<file path="src/rtl/cale_pkg.sv">
// shared types and constants for the contiguous allocator with lru eviction
// no dependencies
package cale_pkg;

  typedef enum logic [1:0] {
    KIND_EVICT = 2'd0,
    KIND_PLACE = 2'd1,
    KIND_ERROR = 2'd2
  } kind_t;

  // controller commands to the datapath
  typedef struct packed {
    logic clr_scan;   // restart page pointer and scan registers
    logic step;       // advance page pointer, wrap after last page
    logic do_run;     // run search step on current page
    logic do_old;     // oldest search read on current page
    logic sel_vic;    // address owner table with oldest page
    logic latch_vic;  // take victim owner from read data
    logic do_free;    // free-owner read on current page
    logic do_emit;    // emit step on current page
    logic ld_claim;   // point at run start, clear claim count
    logic do_claim;   // claim step on current page
    logic clr_count;  // restart page pointer and used count
    logic do_count;   // count step on current page
  } cale_cmd_t;

  // datapath status to the controller
  typedef struct packed {
    logic last_page;  // pointer at last page in service
    logic run_found;
    logic claim_done;
  } cale_sts_t;

endpackage

</file>
<file path="src/rtl/cale_ram.sv">
// generic single-port ram with registered read
// no dependencies
module cale_ram #(
  parameter int WIDTH = 8,
  parameter int DEPTH = 32
) (
  input  logic                     clk,
  input  logic                     we,
  input  logic [$clog2(DEPTH)-1:0] addr,
  input  logic [WIDTH-1:0]         wdata,
  output logic [WIDTH-1:0]         rdata
);

  logic [WIDTH-1:0] mem [DEPTH];

  // registered read, returns old contents on a write
  always_ff @(posedge clk) begin
    if (we) begin
      mem[addr] <= wdata;
    end
    rdata <= mem[addr];
  end

endmodule

</file>
<file path="src/rtl/cale_datapath.sv">
// page table storage and scan datapath
// depends on cale_pkg and cale_ram
module cale_datapath
  import cale_pkg::*;
#(
  parameter int MEM_PAGES = 32,
  parameter int AW = $clog2(MEM_PAGES),
  parameter int CW = $clog2(MEM_PAGES + 1)
) (
  input  logic            clk,
  input  logic            rst,
  input  cale_cmd_t       cmd,
  input  logic [CW-1:0]   n_pages,
  input  logic [15:0]     req_id,
  input  logic [5:0]      req_need,
  input  logic [31:0]     req_time,
  output cale_sts_t       sts,
  output logic            emit_evict,
  output logic [AW-1:0]   ptr,
  output logic [AW-1:0]   run_start,
  output logic [CW-1:0]   used_cnt
);

  logic [MEM_PAGES-1:0] used;
  logic [MEM_PAGES-1:0] freed;
  logic [15:0]          own_q;
  logic [31:0]          stamp_q;
  logic [CW-1:0]        run_len;
  logic [AW-1:0]        run_s;
  logic                 run_found;
  logic                 any;
  logic [31:0]          best_stamp;
  logic [AW-1:0]        best_idx;
  logic [15:0]          victim;
  logic                 claim_done;
  logic                 claim_we;
  logic                 last_page;
  logic [AW-1:0]        own_addr;
  logic [CW-1:0]        ptr_ext;
  logic [CW:0]          run_inc;
  logic [AW-1:0]        ptr_d;
  logic                 old_v;
  logic                 free_v;

  assign ptr_ext = CW'(ptr);
  assign last_page = (ptr_ext + CW'(1)) >= n_pages;
  assign claim_done = (run_len == CW'(req_need));
  assign claim_we = cmd.do_claim && !claim_done;
  assign run_inc = (CW+1)'(run_len) + (CW+1)'(1);
  assign own_addr = cmd.sel_vic ? best_idx : ptr;

  // owner and stamp tables, addressed by the scan pointer; the owner table takes the oldest page under sel_vic
  cale_ram #(.WIDTH(16), .DEPTH(MEM_PAGES)) u_owner (
    .clk(clk), .we(claim_we), .addr(own_addr),
    .wdata(req_id), .rdata(own_q)
  );
  cale_ram #(.WIDTH(32), .DEPTH(MEM_PAGES)) u_stamp (
    .clk(clk), .we(claim_we), .addr(ptr), .wdata(req_time), .rdata(stamp_q)
  );

  // read data is registered behind the pointer, so table steps use delayed tags
  always_ff @(posedge clk) begin
    if (rst) begin
      old_v <= 1'b0;
      free_v <= 1'b0;
    end else begin
      old_v <= cmd.do_old;
      free_v <= cmd.do_free;
    end
    ptr_d <= ptr;
  end

  // scan pointer and per-pass registers
  always_ff @(posedge clk) begin
    if (rst) begin
      used <= '0;
      freed <= '0;
      ptr <= '0;
      run_found <= 1'b0;
      any <= 1'b0;
      run_len <= '0;
    end else begin
      // page pointer
      if (cmd.clr_scan || cmd.clr_count) begin
        ptr <= '0;
      end else if (cmd.ld_claim) begin
        ptr <= run_start;
      end else if (claim_we) begin
        ptr <= ptr + AW'(1);
      end else if (cmd.step) begin
        ptr <= last_page ? '0 : ptr + AW'(1);
      end
      if (cmd.clr_scan) begin
        run_len <= '0;
        run_found <= 1'b0;
        any <= 1'b0;
      end else if (cmd.ld_claim) begin
        run_len <= '0;
      end
      // run search: first free run of length req_need
      if (cmd.do_run && !run_found) begin
        if (used[ptr]) begin
          run_len <= '0;
        end else begin
          if (run_len == '0) run_s <= ptr;
          if (run_inc >= (CW+1)'(req_need)) begin
            run_found <= 1'b1;
            if (run_len == '0) run_start <= ptr;
            else run_start <= run_s;
          end
          run_len <= run_inc[CW-1:0];
        end
      end
      // oldest used page, lowest index on tie (uses delayed read data)
      if (old_v && used[ptr_d]) begin
        if (!any || stamp_q < best_stamp) begin
          best_stamp <= stamp_q;
          best_idx <= ptr_d;
        end
        any <= 1'b1;
      end
      if (cmd.latch_vic) begin
        victim <= own_q;
      end
      // free every page of the victim owner
      if (free_v && used[ptr_d] && own_q == victim) begin
        used[ptr_d] <= 1'b0;
        freed[ptr_d] <= 1'b1;
      end
      if (cmd.do_emit) begin
        freed[ptr] <= 1'b0;
      end
      // claim req_need pages from the run start
      if (claim_we) begin
        used[ptr] <= 1'b1;
        run_len <= run_len + CW'(1);
      end
      if (cmd.clr_count) begin
        used_cnt <= '0;
      end else if (cmd.do_count && used[ptr]) begin
        used_cnt <= used_cnt + CW'(1);
      end
    end
  end

  assign emit_evict = cmd.do_emit && freed[ptr];
  assign sts.last_page = last_page;
  assign sts.run_found = run_found;
  assign sts.claim_done = claim_done;

endmodule

</file>
<file path="src/rtl/cale_ctrl.sv">
// sequencing state machine for the allocator
// depends on cale_pkg
module cale_ctrl
  import cale_pkg::*;
#(
  parameter int MEM_PAGES = 32,
  parameter int CW = $clog2(MEM_PAGES + 1)
) (
  input  logic          clk,
  input  logic          rst,
  input  logic          start,
  input  logic [5:0]    pages_needed,
  input  logic [CW-1:0] n_pages,
  input  cale_sts_t     sts,
  input  logic          emit_evict,
  output cale_cmd_t     cmd,
  output logic          busy,
  output logic          done_err,
  output logic          done_place
);

  typedef enum logic [3:0] {
    S_IDLE, S_RUN, S_RCHK, S_OLD, S_OLDT, S_VIC, S_VICL, S_FREE, S_FREET,
    S_EMIT, S_CLAIM0, S_CLAIM, S_COUNT0, S_COUNT
  } state_t;

  state_t state;
  logic   too_big;

  assign too_big = 7'(pages_needed) > 7'(n_pages);

  // command decode
  always_comb begin
    cmd = '0;
    case (state)
      S_IDLE: cmd.clr_scan = 1'b1;
      S_RUN: begin
        cmd.do_run = 1'b1;
        cmd.step = 1'b1;
      end
      S_OLD: begin
        cmd.do_old = 1'b1;
        cmd.step = 1'b1;
      end
      S_VIC: cmd.sel_vic = 1'b1;
      S_VICL: cmd.latch_vic = 1'b1;
      S_FREE: begin
        cmd.do_free = 1'b1;
        cmd.step = 1'b1;
      end
      S_FREET: cmd.clr_scan = 1'b1;
      S_EMIT: begin
        cmd.do_emit = 1'b1;
        cmd.step = 1'b1;
      end
      S_CLAIM0: cmd.ld_claim = 1'b1;
      S_CLAIM: cmd.do_claim = 1'b1;
      S_COUNT0: cmd.clr_count = 1'b1;
      S_COUNT: begin
        cmd.do_count = 1'b1;
        cmd.step = 1'b1;
      end
      default: ;
    endcase
  end

  assign busy = (state != S_IDLE);

  // state and registered strobes
  always_ff @(posedge clk) begin
    if (rst) begin
      state <= S_IDLE;
      done_err <= 1'b0;
      done_place <= 1'b0;
    end else begin
      done_err <= (state == S_IDLE) && start && too_big;
      done_place <= (state == S_COUNT) && sts.last_page;
      case (state)
        S_IDLE: if (start && !too_big) state <= S_RUN;
        S_RUN: if (sts.last_page) state <= S_RCHK;
        // run result known after the last page; evict another owner if none
        S_RCHK: state <= sts.run_found ? S_EMIT : S_OLD;
        S_OLD: if (sts.last_page) state <= S_OLDT;
        S_OLDT: state <= S_VIC;
        S_VIC: state <= S_VICL;
        S_VICL: state <= S_FREE;
        S_FREE: if (sts.last_page) state <= S_FREET;
        S_FREET: state <= S_RUN;
        S_EMIT: if (sts.last_page) state <= S_CLAIM0;
        S_CLAIM0: state <= S_CLAIM;
        S_CLAIM: if (sts.claim_done) state <= S_COUNT0;
        S_COUNT0: state <= S_COUNT;
        S_COUNT: if (sts.last_page) state <= S_IDLE;
        default: state <= S_IDLE;
      endcase
    end
  end

  // emit only in emit state
  a_emit: assert property (@(posedge clk) disable iff (rst)
    emit_evict |-> state == S_EMIT) else $error("stray evict word");
  a_err_idle: assert property (@(posedge clk) disable iff (rst)
    done_err |-> state == S_IDLE) else $error("error word outside idle");
  a_place: assert property (@(posedge clk) disable iff (rst)
    done_place |-> !done_err) else $error("two final words");

endmodule

</file>
<file path="src/rtl/contiguous_alloc_lru_evict_core.sv">
// Contiguous page allocator with least-recently-used eviction.
// Command channel: drive proc_id, pages_needed and now_time with start high;
// the word is taken at an edge where busy is low. busy stays high while the
// page table is scanned. Results appear on result_kind, page_address,
// used_pages and last for one cycle, marked by result_valid; the receiver
// cannot stall. Evicted pages come first in ascending order, then one
// placement word with last set; an oversized request gives one error word,
// registered as done_err, then as the result; busy stays low. Table passes
// step over the pages in service, one page per cycle. Without eviction busy
// spans run search, evict report, claim and count; each eviction round adds
// an oldest search, an owner read, a free pass and a new run search. The
// placement word is registered from done_place after busy falls. One
// request at a time; the next is taken as soon as busy is low.
// pages_in_service must be written via cfg_we/cfg_data only while idle; the
// block does not enforce this. Reset sets it to MEM_PAGES and marks every
// page free. Depends on cale_pkg, cale_ctrl and cale_datapath.
module contiguous_alloc_lru_evict_core
  import cale_pkg::*;
#(
  parameter int MEM_PAGES = 32
) (
  input  logic        clk,
  input  logic        rst,
  input  logic        start,
  output logic        busy,
  input  logic [15:0] proc_id,
  input  logic [5:0]  pages_needed,
  input  logic [31:0] now_time,
  input  logic        cfg_we,
  input  logic [5:0]  cfg_data,
  output logic        result_valid,
  output logic [1:0]  result_kind,
  output logic [4:0]  page_address,
  output logic [5:0]  used_pages,
  output logic        last
);

  localparam int AW = $clog2(MEM_PAGES);
  localparam int CW = $clog2(MEM_PAGES + 1);

  logic [CW-1:0] n_pages;
  logic [15:0]   req_id;
  logic [5:0]    req_need;
  logic [31:0]   req_time;
  cale_cmd_t     cmd;
  cale_sts_t     sts;
  logic          emit_evict;
  logic          done_err;
  logic          done_place;
  logic [AW-1:0] ptr;
  logic [AW-1:0] run_start;
  logic [CW-1:0] used_cnt;

  // config register with clamping
  always_ff @(posedge clk) begin
    if (rst) begin
      n_pages <= CW'(MEM_PAGES);
    end else if (cfg_we) begin
      if (cfg_data == 6'd0) n_pages <= CW'(1);
      else if (32'(cfg_data) > 32'(MEM_PAGES)) n_pages <= CW'(MEM_PAGES);
      else n_pages <= CW'(cfg_data);
    end
  end

  // request capture
  always_ff @(posedge clk) begin
    if (start && !busy) begin
      req_id <= proc_id;
      req_need <= pages_needed;
      req_time <= now_time;
    end
  end

  cale_ctrl #(.MEM_PAGES(MEM_PAGES)) u_ctrl (
    .clk(clk), .rst(rst), .start(start), .pages_needed(pages_needed),
    .n_pages(n_pages), .sts(sts), .emit_evict(emit_evict), .cmd(cmd),
    .busy(busy), .done_err(done_err), .done_place(done_place)
  );

  cale_datapath #(.MEM_PAGES(MEM_PAGES)) u_dp (
    .clk(clk), .rst(rst), .cmd(cmd), .n_pages(n_pages), .req_id(req_id),
    .req_need(req_need), .req_time(req_time), .sts(sts),
    .emit_evict(emit_evict), .ptr(ptr), .run_start(run_start),
    .used_cnt(used_cnt)
  );

  // result word register
  always_ff @(posedge clk) begin
    if (rst) begin
      result_valid <= 1'b0;
    end else begin
      result_valid <= emit_evict || done_err || done_place;
    end
    if (done_err) begin
      result_kind <= KIND_ERROR;
      page_address <= '0;
      used_pages <= '0;
      last <= 1'b1;
    end else if (done_place) begin
      result_kind <= KIND_PLACE;
      page_address <= 5'(run_start);
      used_pages <= 6'(used_cnt);
      last <= 1'b1;
    end else begin
      result_kind <= KIND_EVICT;
      page_address <= 5'(ptr);
      used_pages <= '0;
      last <= 1'b0;
    end
  end

endmodule
</file>
<file path="config.mk">
export PLATFORM = sky130hd
export DESIGN_NAME = contiguous_alloc_lru_evict_core
export DESIGN_NICKNAME = d
export VERILOG_FILES = /design/src/rtl/cale_pkg.sv /design/src/rtl/cale_ram.sv /design/src/rtl/cale_datapath.sv /design/src/rtl/cale_ctrl.sv /design/src/rtl/contiguous_alloc_lru_evict_core.sv
export SDC_FILE = /design/constraint.sdc
export NUM_CORES = 2
export LEC_CHECK = 0
export BUFFER_PORTS_ARGS = -buffer_cell sky130_fd_sc_hd__buf_2
export CAP_MARGIN = 20
export CORE_MARGIN = 3
export CORE_UTILIZATION = 65
export CTS_BUF_LIST = sky130_fd_sc_hd__clkbuf_8
export DETAILED_ROUTE_END_ITERATION = 7
export GPL_ROUTABILITY_DRIVEN = 0
export GPL_TIMING_DRIVEN = 0
export PLACE_DENSITY = 0.81
export SLEW_MARGIN = 20
export SYNTH_ARGS = -nofsm -noshare
export SYNTH_HDL_FRONTEND = slang
export SYNTH_SLANG_ARGS = --single-unit
</file>
<file path="constraint.sdc">
create_clock -name clk -period 12.4 [get_ports clk]
set_input_delay 1.86 -clock clk [delete_from_list [all_inputs] [get_ports clk]]
set_output_delay 1.86 -clock clk [all_outputs]
set_load 0.01 [all_outputs]
</file>
# Yosys cells after proc, flatten, opt, wreduce, memory -nomap -nowiden

Memories as Yosys holds them, arrays and structs flattened. A register that Yosys moved wholly into a read port is not among the register bits.
Index checks and enable logic that the tools add are counted.

Add/subtract/negate cells: 5
Multipliers: 0
Div/mod/pow operators: 0
Order comparisons: 9
Equality and inequality tests: 22
Shifts and indexed selects: 0
Mux-type cells: 62
Bitwise operators: 9
Reductions and logical operators: 41

Operator list:

| operator              | count |
|---|---|
| $mux W32              | 6 |
| $and A32 B32 Y32      | 2 |
| $not A32 Y32          | 2 |
| $or A32 B32 Y32       | 2 |
| $pmux W4 S14          | 1 |
| $mux W6               | 8 |
| $mux W5               | 7 |
| $lt A32 B32 Y1        | 1 |
| $mux W4               | 8 |
| $mux W1               | 27 |
| $eq A4 B4 Y1 const B  | 6 |
| $eq A16 B16 Y1        | 1 |
| $eq A4 B3 Y1 const B  | 4 |
| $bmux W1 S5           | 3 |
| $logic_and A1 B1 Y1   | 14 |
| $add A6 B1 Y6 const B | 2 |
| $logic_not A6 Y1      | 2 |
| $lt A5 B6 Y1 const B  | 2 |
| $ne A2 B1 Y1 const B  | 6 |
| $demux W1 S5          | 2 |
| $ge A5 B1 Y1 const B  | 2 |
| $eq A4 B2 Y1 const B  | 2 |
| $reduce_bool A4 Y1    | 2 |
| $add A6 B1 Y7 const B | 1 |
| 21 further kinds      | 35 |

Register bits after elaboration: 234
Latch bits: 0
Bits in writable memories: 1536
Bits in read-only memories: 0
Logic and storage cells: 177
Memories: 2

Memory list:

| name             | words | bits a word | rd ports | clocked after memory_dff | wr ports | RTL line       | RTL |
|---|---|---|---|---|---|---|---|
| u_dp.u_stamp.mem | 32    | 32          | 1        | 1                        | 1        | cale_ram.sv:14 | `logic [WIDTH-1:0] mem [DEPTH];` |
| u_dp.u_owner.mem | 32    | 16          | 1        | 1                        | 1        | cale_ram.sv:14 |  |

# Longest topological paths before layout

Depth in word-level cells: 10
Depth in mapped cells: 16

# By module

Synthesis repeated with hierarchy kept, for this count alone.

Cell total of the unflattened synthesis: 4213
Area total of the unflattened synthesis: 71436.0 um2

Modules (own cells, without submodules):

| module                          | instances | cells an instance | area each (um2) | seq. area each (um2) |
|---|---|---|---|---|
| cale_ram at u_dp.u_stamp        | 1         | 2107              | 39741.9         | 31390.1 |
| cale_ram at u_dp.u_owner        | 1         | 1086              | 20059.2         | 15695.1 |
| cale_datapath                   | 1         | 807               | 8602.0          | 3753.6 |
| contiguous_alloc_lru_evict_core | 1         | 119               | 2352.3          | 2042.0 |
| cale_ctrl                       | 1         | 94                | 680.7           | 120.1 |

# Worst setup path before layout

No wires, ideal clock.

Path type: in2reg
Start point: input port rst
End point: register u_dp.best_idx[0] (enable)
Arrival time: 5108 ps
Path slack: 6814 ps
Cell stages on the path: 4
Buffers on the path: 2
Path through: clkbuf_1 > clkbuf_1 > a2111o_1 > nor3_1

Longest elaborated chain between the ends: 2

RTL lines:

| element                     | RTL line                              | RTL |
|---|---|---|
| start: declaration          | contiguous_alloc_lru_evict_core.sv:23 | `input logic rst,` |
| $not A1 Y1 (no line)        | --                                    |  |
| $reduce_and A3 Y1 (no line) | --                                    |  |
| end signal: assignment      | cale_datapath.sv:118                  | `best_idx <= ptr_d;` |
| end: declaration            | cale_datapath.sv:33                   | `logic [AW-1:0] best_idx;` |

Every way passes these cells.
A chain may end at the register's enable or synchronous reset.

# Worst setup path after layout

Start point: register u_dp.ptr[1]
End point: register u_dp.ptr[3]

Longest elaborated chain between the ends: 6
Elaborated cells on any way between the ends: 7
Those cells by class: add/sub (2); order compare (1); mux (4)

RTL lines:

| element                  | RTL line            | RTL |
|---|---|---|
| start: declaration       | cale_datapath.sv:19 | `output logic [AW-1:0] ptr,` |
| start signal: assignment | cale_datapath.sv:87 | `ptr <= run_start;` |
| start signal: assignment | cale_datapath.sv:89 | `ptr <= ptr + AW'(1);` |
| start signal: assignment | cale_datapath.sv:91 | `ptr <= last_page ? '0 : ptr + AW'(1);` |
| $add A5 B1 Y6            | cale_datapath.sv:46 | `assign last_page = (ptr_ext + CW'(1)) >= n_pages;` |
| $ge A6 B6 Y1             | cale_datapath.sv:46 |  |
| $mux W5                  | cale_datapath.sv:91 |  |
| $mux W5                  | cale_datapath.sv:90 | `end else if (cmd.step) begin` |
| $mux W5 *                | cale_datapath.sv:88 | `end else if (claim_we) begin` |
| $mux W5 *                | cale_datapath.sv:86 | `end else if (cmd.ld_claim) begin` |

Every way passes the cells marked *; elsewhere a longest branch is shown, timed or not. The select of a mux whose other input is x is not followed.

==> run metrics <==
dominant cells by area after synthesis=edfxtp_1 71%, mux4_2 8.9%, dfxtp_1 4.5%, mux2i_1 4.0%, a22oi_1 1.2%; max cap viols=0; Crit path buffers/inverters=8; die area=about 0.11 mm²; Skew-Pair Late Insertion Delay=slightly below 1 ns; total grt overflow=0; Die Height=around 340 µm; CTS tree=done; cts bufs inserted=294; met1 Usage GRT=0.466; antenna-violating nets left=0; critical-path cell list=buf_2, buf_4, buf_2, clkbuf_1, buf_2, buf_2, inv_1, ha_1, ha_1, nand2_1, o21ai_0, a211oi_1, a31o_2, clkbuf_1, a22oi_1, a21oi_1; DRT iter0 DRCs=6797; final non-filler cell total=5905; NetSw=~0.0027 W; vias in the first global route=between 40k and 50k; Critical Path Source Type=flip-flop; number of detailed-route iterations in the first pass=8; GRT Overall Usage=0.353; Setup WS post-layout=6.50 ns; R2R Setup Slk=roughly 6.5 ns; synthesized area=between 0.07 and 0.08 mm²; Slowest Stage Delay on Critical Path=around 0.94 ns; skew final=0.0925 ns; fmax=around 170 MHz; Peak VDD IR=around 150 µV; effective utilization at floorplan=0.656; Yosys cell types=67; via count=between 40k and 50k; dpl ws=a little under 7 ns; count leader, synth=edfxtp_1; area occupied by multi-input gates=between 0.015 and 0.02 mm²; Top FF cell, synth=edfxtp_1; global-route wire length before repair=approximately 280000 µm; status=completed; RSZ-0062 raised after global routing=false; Tightest Pin Transition=1.27 ns; cells after synthesis=3756; Residual DRC=0; cell family with most CP delay=buffers and inverters; Layout area overhead=14.2%; Seq pwr share=0.577; setup tns final=0 ns; Crit. End Element=flip-flop; CP required=about 13 ns; Post-synth top cells=1659 x edfxtp_1, 284 x mux2i_1, 277 x mux4_2; sequential fraction of the synthesis area=0.753; setup repair bufs after CTS=0; Clock Path Buffers=4; HPWL Detailed=about 130000 µm; power per cell area=between 150 and 200 mW/mm²; wirelength, routed=about 200000 µm; via/cell ratio=slightly above 7; Placed Cells=5382; I/O pins=80; Tcrit/Tclk final=0.476; share of layout cells above drive strength 1=0.239; met3 Usage GRT=0.113; CTS HTree Levels=5; Port Buf Inserts=77; Root Buffer=clkbuf_8; area leader, netlist=edfxtp_1; leakage=between 20 and 30 nW; Row Count=120; Rel. slew slack=0.153; average size of a mapped cell=18.7 µm²; ys async rst share=0; post-synthesis register bit count=1818; post-layout min period=roughly 5.9 ns; Clock transition at path regs=approximately 0.06 ns; CP max-delay cell=clkbuf_1; Mapped Nets=3876; EDFF count, synth=between 1.5k and 2k; FF/Latch Area=0.0530 mm²; initial antenna violation count=10; GR peak layer=met2; fin. max-slew vios=0; critical path type=flip-flop to flip-flop; largest net degree at the start of global routing=33; Core Area=~0.11 mm²; Die Wd=around 340 µm; Sw Share=0.225; Pwr Total=~0.012 W; Ys Warns=0; WP data arrival=between 6 and 7 ns; CTS resizes=0; GRT met2 Usage=0.531; crit path max fanout=10; Fillers=between 5k and 6k; power share of the clock group=0.383; Crit path top cell by count=buf_2; Internal Power=0.00946 W; Finish-stage setup viols=0; final hold vios=0; mean routed wirelength per cell=33.3 µm; worst min path class=flip-flop to flip-flop; top-area cell type share of the netlist area=0.708; Comb pwr share=0.039; hold buffers post-CTS=0; Clock Sink Count=between 1.5k and 2k; fin nets=about 4.4k
[per-layer routing]
metal	up-vias	wire (µm)
met3	866	29000
met4	4	12400
met1	20513	65300
li1	16342	-
met2	3960	90000
met5	-	73
[layout by cell type (no fill, tap or decap), types with 35 or more instances in the layout]
cell type and n:
a22oi_1 114, dfxtp_1 159, clkbuf_8 308, o22ai_1 120, mux2i_1 284, a21oi_1 42
nand2b_1 45, ha_1 56, nor4_1 35, clkinv_1 37, a211oi_1 39, o21ai_0 67
edfxtp_1 1659, mux4_2 277, buf_2 205, nor2_1 105, inv_1 174, nand2_1 92
nor2_4 38, a31oi_1 35, buf_4 49, clkbuf_1 83
[sequential cells by signal, summed over array words and instances, names as in the netlist, 6 cells and up]
| register | flops |
|---|---|
| n_pages | 6 |
| req_id | 16 |
| req_need | 6 |
| req_time | 32 |
| u_dp.best_stamp | 32 |
| u_dp.freed | 32 |
| u_dp.run_len | 6 |
| u_dp.u_owner.mem | 512 |
| u_dp.u_owner.rdata | 16 |
| u_dp.u_stamp.mem | 1024 |
| u_dp.u_stamp.rdata | 32 |
| u_dp.used | 32 |
| u_dp.used_cnt | 6 |
| u_dp.victim | 16 |
| used_pages | 6 |
[through the flow]
| step | hold WS (ns) | area [µm²] | util |
|---|---|---|---|
| after detailed placement | 0.361 | 74900 | 0.699 |
| after global routing | 0.367 | 80400 | 0.750 |
| after CTS | 0.362 | 80100 | 0.747 |
| after global placement | 0.364 | 72500 | 0.676 |
| final | 0.358 | 80400 | 0.750 |
| after floorplan | 0.326 | 70400 | - |
[cell type report]
cell class | instances | share of cell area
antenna | 7 | 0.000218
clock buffer | 308 | 0.0527
buffer | 215 | 0.0128
sequential | 1818 | 0.659
timing repair buffer | 236 | 0.0317
multi-input combinational | 1667 | 0.207
inverter | 56 | 0.00265
clock inverter | 195 | 0.0118
tap | 1403 | 0.0218
[logic make-up (layout without fill, tap and decap cells)]
group | count (synthesis) | count (layout) | synth area share
AOI/OAI and AO/OA | 500 | 500 | 0.0469
xor gates and xnor gates | 29 | 29 | 0.00361
adders and majority gates | 56 | 56 | 0.00996
buffers and inverters | 271 | 1010 | 0.0174
DFF | 1818 | 1818 | 0.753
muxes | 575 | 575 | 0.131
other | 0 | 7 | 0
and+or+nand+nor | 507 | 507 | 0.0375
[power groups by stage]
stage | logic (W) | clock network (W) | registers (W)
2_1_floorplan | 0.000274 | 0 | 0.00711
3_3_place_gp | 0.000392 | 0 | 0.00720
3_5_place_dp | 0.000420 | 0 | 0.00720
4_1_cts | 0.000422 | 0.00469 | 0.00707
5_1_grt | 0.000504 | 0.00498 | 0.00706
6_report | 0.000479 | 0.00468 | 0.00704
[path summary, 6_finish.rpt]
path         cells past startpoint            end        start
min                              0  u_dp.ptr_d[2]  u_dp.ptr[2]
min reg2reg                      0  u_dp.ptr_d[2]  u_dp.ptr[2]
max reg2reg                     16    u_dp.ptr[3]  u_dp.ptr[1]
max                             16    u_dp.ptr[3]  u_dp.ptr[1]
Power figures use the tool's default switching activity.
